## config.mk

```make
export PLATFORM = sky130hd
export DESIGN_NAME = ist_cell
export DESIGN_NICKNAME = d
export VERILOG_FILES = /design/src/hw/rtl/ist_pkg.sv /design/src/hw/rtl/ist_cell.sv
export SDC_FILE = /design/constraint.sdc
export NUM_CORES = 1
export LEC_CHECK = 0
export ABC_AREA = 1
export BUFFER_PORTS_ARGS = -buffer_cell sky130_fd_sc_hd__buf_2
export CAP_MARGIN = 20
export CORE_MARGIN = 3
export CORE_UTILIZATION = 24
export DETAILED_ROUTE_END_ITERATION = 10
export PLACE_DENSITY_LB_ADDON = 0.1
export SYNTH_ARGS = -nofsm -noshare
export SYNTH_HDL_FRONTEND = slang
export SYNTH_SLANG_ARGS = --single-unit
```

## constraint.sdc

```tcl
create_clock -name clk -period 1.55 [get_ports clk]
set_input_delay 0.155 -clock clk [delete_from_list [all_inputs] [get_ports clk]]
set_output_delay 0.155 -clock clk [all_outputs]
set_load 0.01 [all_outputs]
```

## src/hw/rtl/ist_pkg.sv

```systemverilog
`timescale 1ns / 1ps

package ist_pkg;

	// Store geometry
	localparam int CAPACITY_DEF = 64;
	localparam int VALUE_W      = 32;
	localparam int OP_W         = 2;
	localparam int COUNT_W      = 7;
	localparam int S_TDATA_W    = 32;
	localparam int M_TDATA_W    = 16;

	// Operation codes; the unused code behaves as a membership test
	typedef enum logic [OP_W-1:0] {
		OP_INSERT   = 2'd0,
		OP_REMOVE   = 2'd1,
		OP_CONTAINS = 2'd2
	} op_t;

	// Per-cycle commands broadcast to every cell
	typedef struct packed {
		logic compare;
		logic shift_up;
		logic shift_down;
	} ctrl_t;

endpackage

```

## src/hw/rtl/ist_cell.sv

```systemverilog
`timescale 1ns / 1ps

module ist_cell (
	input  logic                              clk,
	input  logic                              arst_n,
	input  ist_pkg::ctrl_t                    ctrl,
	input  logic                              active,    // slot index below count
	input  logic [ist_pkg::VALUE_W-1:0]       key,       // value being looked up
	input  logic [ist_pkg::VALUE_W-1:0]       up_data,   // lower neighbor, or new value
	input  logic [ist_pkg::VALUE_W-1:0]       dn_data,   // upper neighbor
	input  logic                              dn_hit,    // upper neighbor holds the match
	input  logic [ist_pkg::VALUE_W-1:0]       head_data, // entry of slot zero
	output logic [ist_pkg::VALUE_W-1:0]       entry,
	output logic                              hit
);

	logic [ist_pkg::VALUE_W-1:0] entry_q;
	logic                        hit_s2;

	// Shift up on insert; on remove shift down, and the slot below the
	// removed one takes the head entry so the head is not lost
	always_ff @(posedge clk) begin
		if (ctrl.shift_up) begin
			entry_q <= up_data;
		end else if (ctrl.shift_down) begin
			entry_q <= dn_hit ? head_data : dn_data;
		end
	end

	// Compare against the key in the lookup cycle
	always_ff @(posedge clk or negedge arst_n) begin
		if (!arst_n) begin
			hit_s2 <= 1'b0;
		end else if (ctrl.compare) begin
			hit_s2 <= active && (entry_q == key);
		end
	end

	assign entry = entry_q;
	assign hit   = hit_s2;

endmodule

```

==> results.yml, run 1 <==
logic_synthesis:
  syn_area_per_cell_um2: 7.21
  syn_area_mm2: 0.00221
  synth_cell_types: 17
  synth_cells: 306
  yosys_warnings: 0
  syn_nets: 441
  ys_seq_area_frac: 0.447
  ys_ff_latch: 33
global_route:
  grt_max_degree: 33
  antenna_found_initial: 0
  grt_pass1_wl_mm: 11.6
  gr-total-overflow: 0
  grtUsageTotal: 0.145
  grt_pass1_vias: 2462
setup_path:
  cp-start-kind: "flip-flop"
  path_common_cell: "nand2_1"
  critical_path.max_fanout: 2
  crit_cells: 7
  max_stage_delay_ns: 0.40
  rrSetupSlack_ns: 0.43
  reg2reg_to: "hit$_DFFE_PN0P_"
  r2r_start: "entry[12]$_DFFE_PP_"
  arrival_ns: 1.35
  endpoint: "hit$_DFFE_PN0P_"
  cp.required_ns: 1.78
  slowest_stage: "edfxtp_1"
  cp-end-kind: "flip-flop"
  cp_num_buf_inv: 0
  startpoint: "entry[12]$_DFFE_PP_"
  crit_family: "simple AND/OR/NAND/NOR gates"
  critPathKind: "reg2reg"
  worstPathCellList: "xnor2_1 > nand2_1 > nor2_1 > nand2_1 > nor2_1 > nand2_1 > nand2_1"
  r2r_cells: 7
finish:
  area_growth_pct: 47.2
  nNetsFinal: 608
  drive_gt1_frac: 0.384
  fin_cells: 582
  mostFrequentLayoutCells: "buf_2 (167), nand2_1 (86), a21oi_1 (64)"
  diodes: 0
  final_common_cell: "buf_2"
  design_area_mm2: 0.00325
  fillCellCount: 967
  final_util: 0.369
power_and_ir_drop:
  peakVddDrop_uv: 276
  leakage_nw: 1.71
  power_mw: 2.51
  p_per_area_mw_per_mm2: 773
placement:
  place_ws_ns: 0.333
  hpwl_mm: 6.26
  dp_cells: 573
  port_buffers: 167
  postPlaceCellArea_mm2: 0.00316
  gp_congestion: 0.786
timing:
  relSlewSlack: 0.608
  fin_skew_ns: 0.00485
  rsz0062_at_grt: "false"
  whs_ns: 0.127
  final_hold_viol_count: 0
  final_max_slew_viol_count: 0
  worstMarginPinSlew_ns: 0.587
  fmax_mhz: 889
  fin_ws_ns: 0.425
  setup_viol: 0
  period_share: 0.725
  fin_tns_setup_ns: 0
  finalCriticalPeriod_ns: 1.12
clock_tree:
  cts_tree: "built"
  post_cts.repair.setup_buffers: 0
  clock-sinks: 33
  clock_latency_ns: 0.28
  clockBufferDepth: 2
  numCtsBuffers: 5
  cts-root-buf: "clkbuf_8"
  cts_htree_levels: 2
  path_clk_slew_ns: 0.07
die:
  rows: 34
  coreArea_mm2: 0.00881
  dieArea_mm2: 0.0104
  die_h_um: 102
  chipWidth_um: 102
  initial_core_util: 0.250
  ios: 168
detailed_routing:
  drtIter0Drc: 56
  wl_per_cell_um: 13.4
  via_per_inst: 4.34
  wirelength_mm: 7.79
  drc: 0
  final_antenna_net_count: 0
  drt_first_pass_iters: 4
  vias: 2528
min_path:
  min_path_type: "in2reg"
status:
  outcome: "finished clean"
flow_run:
  drv_cap: 0
## synthesized netlist by cell type
cell type	number	area [um2]
inv_1	37	139
o22ai_1	1	6.26
a21oi_1	64	320
nand3_1	1	5.00
o2bb2ai_1	1	8.76
buf_4	3	22.5
inv_2	2	7.51
edfxtp_1	32	961
or2_2	1	6.26
xor2_1	2	17.5
dfrtp_1	1	25.0
buf_2	11	55.1
xnor2_1	10	87.6
nand3_2	1	10.0
nand4_1	5	31.3
nand2_1	86	323
nor2_1	48	180
## state kept, by name, summed over array words and instances, names as in the netlist
name   flops
entry     32
hit        1
## worst reg2reg max path, delay by kind of cell (launching register included)
kind,cells,cell delay (ns)
xor+xnor,1,0.16
simple gates,6,0.51
flops,1,0.40
## repair_timing
action / CTS / global route
hold buffers: 1 / 0
hold endpoints to repair: 1 / 0
setup endpoints to repair: 0 / 0
gates resized for setup: 0 / 0
## logic make-up (layout without fill, tap and decap cells)
kind of cell / count (synthesis) / in the layout / synth area share
AND/OR/NAND/NOR: 142 / 142 / 0.252
buffers and inverters: 53 / 221 / 0.102
flip-flops: 33 / 33 / 0.447
AO/OA/AOI/OAI: 66 / 66 / 0.152
XOR/XNOR: 12 / 12 / 0.0476
## layer usage
layer  share of wire  wire [um]  up-vias  track usage
met1            0.42       3300     1093        0.171
met3           0.098        761        7       0.0539
met5               0          0        -            0
met2            0.47       3640      112        0.254
met4           0.011         89        0       0.0343
li1                -          -     1316            -
## worst min path at each step
stage                     startpoint               to  slack (ns)  cells past startpoint
final                        ctrl[2]  hit$_DFFE_PN0P_        0.13                      4
after detailed placement      arst_n  hit$_DFFE_PN0P_       -0.07                      1
after global routing         ctrl[2]  hit$_DFFE_PN0P_        0.14                      4
after global placement        arst_n  hit$_DFFE_PN0P_       -0.07                      1
after CTS                    ctrl[2]  hit$_DFFE_PN0P_        0.13                      4
after floorplan               arst_n  hit$_DFFE_PN0P_       -0.14                      0
## final cells by class
class                   count  area (um2)  share of cell area
multi-input cells         220         996               0.307
clock buffers               8        80.1              0.0247
flip-flops and latches     33         986               0.304
inverters                  39         146              0.0451
well taps                 108         135              0.0416
repair buffers            174         903               0.278
## power by group
part	internal, mW	leakage, nW	total (mW)	switching, mW
clock	0.319	0.0395	0.631	0.312
sequential	1.10	0.338	1.17	0.0658
combinational	0.336	1.33	0.709	0.373
Power figures use the tool's default switching activity.
==> run 2, diff against run 1 <==
clock period = 1.15 ns   (was 1.55 ns; I/O delays follow)
==> results.yml, run 2 (synthesis gave the netlist of run 1 again) <==
min_path:
  holdPathStages: 4
  whs_endpoint: "hit$_DFFE_PN0P_"
  min_from: "ctrl[2]"
  min_path_type: "in2reg"
detailed_routing:
  wl_met2_mm: 3.69
  route.met3.wl_um: 705
  wirelength_mm: 7.66
  met1_length_mm: 3.19
  wl_per_cell_um: 13.0
  drtIter0Drc: 70
  via_per_inst: 4.27
  drc: 0
  highest_layer: "met4"
  vias: 2512
  final_antenna_net_count: 0
  drt_first_pass_iters: 4
setup_path:
  r2r_start: "entry[25]$_DFFE_PP_"
  cp.required_ns: 1.37
  critical_path.max_fanout: 3
  cp-start-kind: "flip-flop"
  reg2reg_to: "hit$_DFFE_PN0P_"
  arrival_ns: 1.35
  cp-end-kind: "flip-flop"
  r2r_cells: 9
  critPathKind: "reg2reg"
  rrSetupSlack_ns: 0.01
placement:
  dp_cells: 578
  port_buffers: 167
  hpwl_mm: 6.32
  gp_congestion: 0.768
  postPlaceCellArea_mm2: 0.00319
global_route:
  grtUsageTotal: 0.142
  grt_max_degree: 33
  antenna_found_initial: 0
  grt_pass1_wl_mm: 11.2
  grt_pass1_vias: 2426
  gr-total-overflow: 0
finish:
  fin_cells: 588
  mostFrequentLayoutCells: "buf_2 (167), nand2_1 (86), a21oi_1 (64)"
  nNetsFinal: 614
  area_growth_pct: 49.8
  final_common_cell: "buf_2"
  largest_register_ffs: 32
  drive_gt1_frac: 0.404
  seq_area_um2: 986
  fillCellCount: 997
  design_area_mm2: 0.00330
  multiInputGateArea_mm2: 0.00101
  diodes: 0
power_and_ir_drop:
  peakVddDrop_uv: 359
  p_per_area_mw_per_mm2: 1030
  power_mw: 3.39
  leakage_nw: 1.74
flow_run:
  drv_cap: 0
timing:
  relSlewSlack: 0.837
  fmax_mhz: 880
  whs_ns: 0.101
  setup_viol: 0
  period_share: 0.988
  fin_tns_setup_ns: 0
  fin_skew_ns: 0.00422
  finalCriticalPeriod_ns: 1.14
  rsz0062_at_grt: "true"
  worstMarginPinSlew_ns: 0.245
  final_max_slew_viol_count: 0
  final_hold_viol_count: 0
die:
  ios: 168
  chipWidth_um: 102
  coreArea_mm2: 0.00881
  dieArea_mm2: 0.0104
  initial_core_util: 0.250
  die_h_um: 102
  rows: 34
clock_tree:
  clock-sinks: 33
  cts_tree: "built"
  path_clk_slew_ns: 0.07
  clockBufferDepth: 2
  cts-root-buf: "clkbuf_8"
  numCtsBuffers: 5
  clock_latency_ns: 0.28
  cts_htree_levels: 2
status:
  outcome: "finished clean"
[run 2: critical path: stages, from the launching register on]
cell and delay, ns:
edfxtp_1 0.41, nand2_1 0.09, nand2_1 0.05, nor2_1 0.09, nand2_1 0.07, nor2_2 0.10, nand2_1 0.06, nor2_1 0.10
nand2_1 0.05, nand2_1 0.06
[run 2: metrics by stage]
stage | setup WS [ns] | utilization
floorplan | 0.0517 | -
global placement | -0.00384 | 0.363
detailed placement | -0.0147 | 0.363
CTS | 0.00270 | 0.374
global route | -0.0924 | 0.375
finish | 0.0138 | 0.375
[run 2: layer usage]
| layer | track usage | up-vias |
|---|---|---|
| met4 | 0.0333 | 0 |
| met3 | 0.0451 | 6 |
| met1 | 0.161 | 1074 |
| met2 | 0.261 | 103 |
| li1 | - | 1329 |
| met5 | 0 | - |
[run 2: what timing repair did]
action / 4_1_cts / 5_1_grt
hold endpoints to repair: 1 / 0
resized for setup: 2 / 4
hold buffers: 1 / 0
cloned: 0 / 0
endpoints found under the setup margin: 1 / 1
setup buffers: 1 / 0
pin swaps: 3 / 8
[run 2: cell type report]
cell class / count / area share
sequential: 33 / 0.298
inverter: 39 / 0.0443
clock buffer: 8 / 0.0242
timing repair buffer: 180 / 0.287
tap: 108 / 0.0409
multi-input combinational: 220 / 0.305
[run 2: where the power goes]
group	switching (mW)	internal [mW]
clock network	0.409	0.430
registers	0.0869	1.49
logic	0.506	0.470
[run 2: how the worst max path moves through the flow]
stage / startpoint / end / slack, ns
2_1_floorplan: ctrl[1] / entry[0]$_DFFE_PP_ / 0.05
3_3_place_gp: entry[20]$_DFFE_PP_ / hit$_DFFE_PN0P_ / -0.004
4_1_cts: entry[20]$_DFFE_PP_ / hit$_DFFE_PN0P_ / 0.003
6_report: entry[25]$_DFFE_PP_ / hit$_DFFE_PN0P_ / 0.01
5_1_grt: entry[25]$_DFFE_PP_ / hit$_DFFE_PN0P_ / -0.09
3_5_place_dp: entry[20]$_DFFE_PP_ / hit$_DFFE_PN0P_ / -0.01
==> run 3, diff against run 2 <==
SETUP_SLACK_MARGIN = 0.5   (was not set)
==> results.yml, run 3 (synthesis gave the netlist of run 1 again) <==
die:
  initial_core_util: 0.250
  die_h_um: 102
  rows: 34
  chipWidth_um: 102
  coreArea_mm2: 0.00881
  dieArea_mm2: 0.0104
  ios: 168
placement:
  gp_congestion: 0.760
  place_ws_ns: -0.0777
  dp_cells: 574
  hpwl_mm: 6.34
  port_buffers: 167
min_path:
  holdPathStages: 4
  min_path_type: "in2reg"
  min_from: "ctrl[2]"
  whs_endpoint: "hit$_DFFE_PN0P_"
global_route:
  grt_max_degree: 33
  grtUsageTotal: 0.145
  grt_pass1_vias: 2356
  grt_pass1_wl_mm: 11.6
  gr-total-overflow: 0
  antenna_found_initial: 0
setup_path:
  critPathKind: "reg2reg"
  rrSetupSlack_ns: 0.02
  r2r_start: "entry[20]$_DFFE_PP_"
  cp-end-kind: "flip-flop"
  cp-start-kind: "flip-flop"
  reg2reg_to: "hit$_DFFE_PN0P_"
  critical_path.max_fanout: 2
  cp.required_ns: 1.37
  r2r_cells: 7
  arrival_ns: 1.35
clock_tree:
  clock_latency_ns: 0.28
  cts-root-buf: "clkbuf_8"
  clock-sinks: 33
  path_clk_slew_ns: 0.07
  clockBufferDepth: 2
  cts_tree: "built"
  numCtsBuffers: 5
  cts_htree_levels: 2
detailed_routing:
  vias: 2519
  via_per_inst: 4.30
  wirelength_mm: 7.83
  drt_first_pass_iters: 5
  drtIter0Drc: 67
  wl_per_cell_um: 13.4
  drc: 0
  final_antenna_net_count: 0
power_and_ir_drop:
  peakVddDrop_uv: 371
  leakage_nw: 1.78
  power_mw: 3.51
  p_per_area_mw_per_mm2: 992
timing:
  final_hold_viol_count: 0
  fin_skew_ns: 0.00149
  worstMarginPinSlew_ns: 0.246
  final_max_slew_viol_count: 0
  period_share: 0.982
  finalCriticalPeriod_ns: 1.13
  fin_ws_ns: 0.0203
  relSlewSlack: 0.836
  setup_viol: 0
  whs_ns: 0.0848
  rsz0062_at_grt: "true"
  fmax_mhz: 885
finish:
  area_growth_pct: 60.3
  fin_cells: 586
  final_common_cell: "buf_2"
  nNetsFinal: 612
  diodes: 0
  largest_register_ffs: 32
  drive_gt1_frac: 0.485
  mostFrequentLayoutCells: "buf_2 (160), nand2_1 (86), nor2_1 (44)"
status:
  outcome: "finished clean"
flow_run:
  drv_cap: 0
run 3: changes by cell type in the layout (fill, tap and decap cells not counted), moves of 2 or more:
cell,change
inv_2,-2
or2_4,+2
buf_6,+10
a21oi_1,-39
clkbuf_1,-3
xnor2_2,+2
buf_4,-8
buf_2,-7
xnor2_1,-2
a21oi_2,+39
clkinv_1,+2
run 3: layout make-up:
cell class,instances,area (um2)
well taps,108,135
multi-input cells,221,1180
repair buffers,177,1000
clock buffers,5,68.8
clock inverters,3,12.5
flip-flops and latches,33,986
fillers,935,5270
inverters,39,154
run 3: power breakdown:
group          internal, mW  total (mW)  switching [mW]
logic                 0.532        1.10           0.566
registers              1.49        1.59          0.0992
clock network         0.407       0.821           0.414
run 3: through the flow:
stage / area, um2 / TNS (ns) / utilization
after floorplan: 2440 / 0 / -
after global routing: 3540 / -0.0816 / 0.402
final: 3540 / 0 / 0.402
after detailed placement: 3300 / -0.0777 / 0.375
after CTS: 3490 / -0.0273 / 0.396
after global placement: 3300 / -0.0402 / 0.375
run 3: critical path: stages, from the launching register on:
cell	delay [ns]
edfxtp_1	0.46
xnor2_2	0.15
nand2_1	0.07
nor2_2	0.11
nand2_1	0.07
nor2_2	0.09
nand2_1	0.06
nand2_1	0.05
run 3: routing by layer:
metal  vias to the layer above  global-route usage  wire [um]
li1                       1321                   -          -
met4                         0              0.0494        154
met5                         -                   0          0
met3                        12              0.0334        560
met2                        98               0.247       3820
met1                      1088               0.181       3300
run 3: what timing repair did:
action                                  4_1_cts  5_1_grt
pin swaps                                     7        6
setup buffers                                 1        1
resized for setup                            20        9
hold endpoints to repair                      1        0
cloned                                        1        0
endpoints found under the setup margin       85       46
hold buffers                                  1        0
run 3: worst max-delay path by stage:
stage / from / end / slack [ns]
floorplan: entry[31]$_DFFE_PP_ / hit$_DFFE_PN0P_ / 0.08
global placement: entry[20]$_DFFE_PP_ / hit$_DFFE_PN0P_ / -0.04
detailed placement: entry[20]$_DFFE_PP_ / hit$_DFFE_PN0P_ / -0.08
CTS: entry[20]$_DFFE_PP_ / hit$_DFFE_PN0P_ / -0.03
global route: entry[31]$_DFFE_PP_ / hit$_DFFE_PN0P_ / -0.08
finish: entry[20]$_DFFE_PP_ / hit$_DFFE_PN0P_ / 0.02
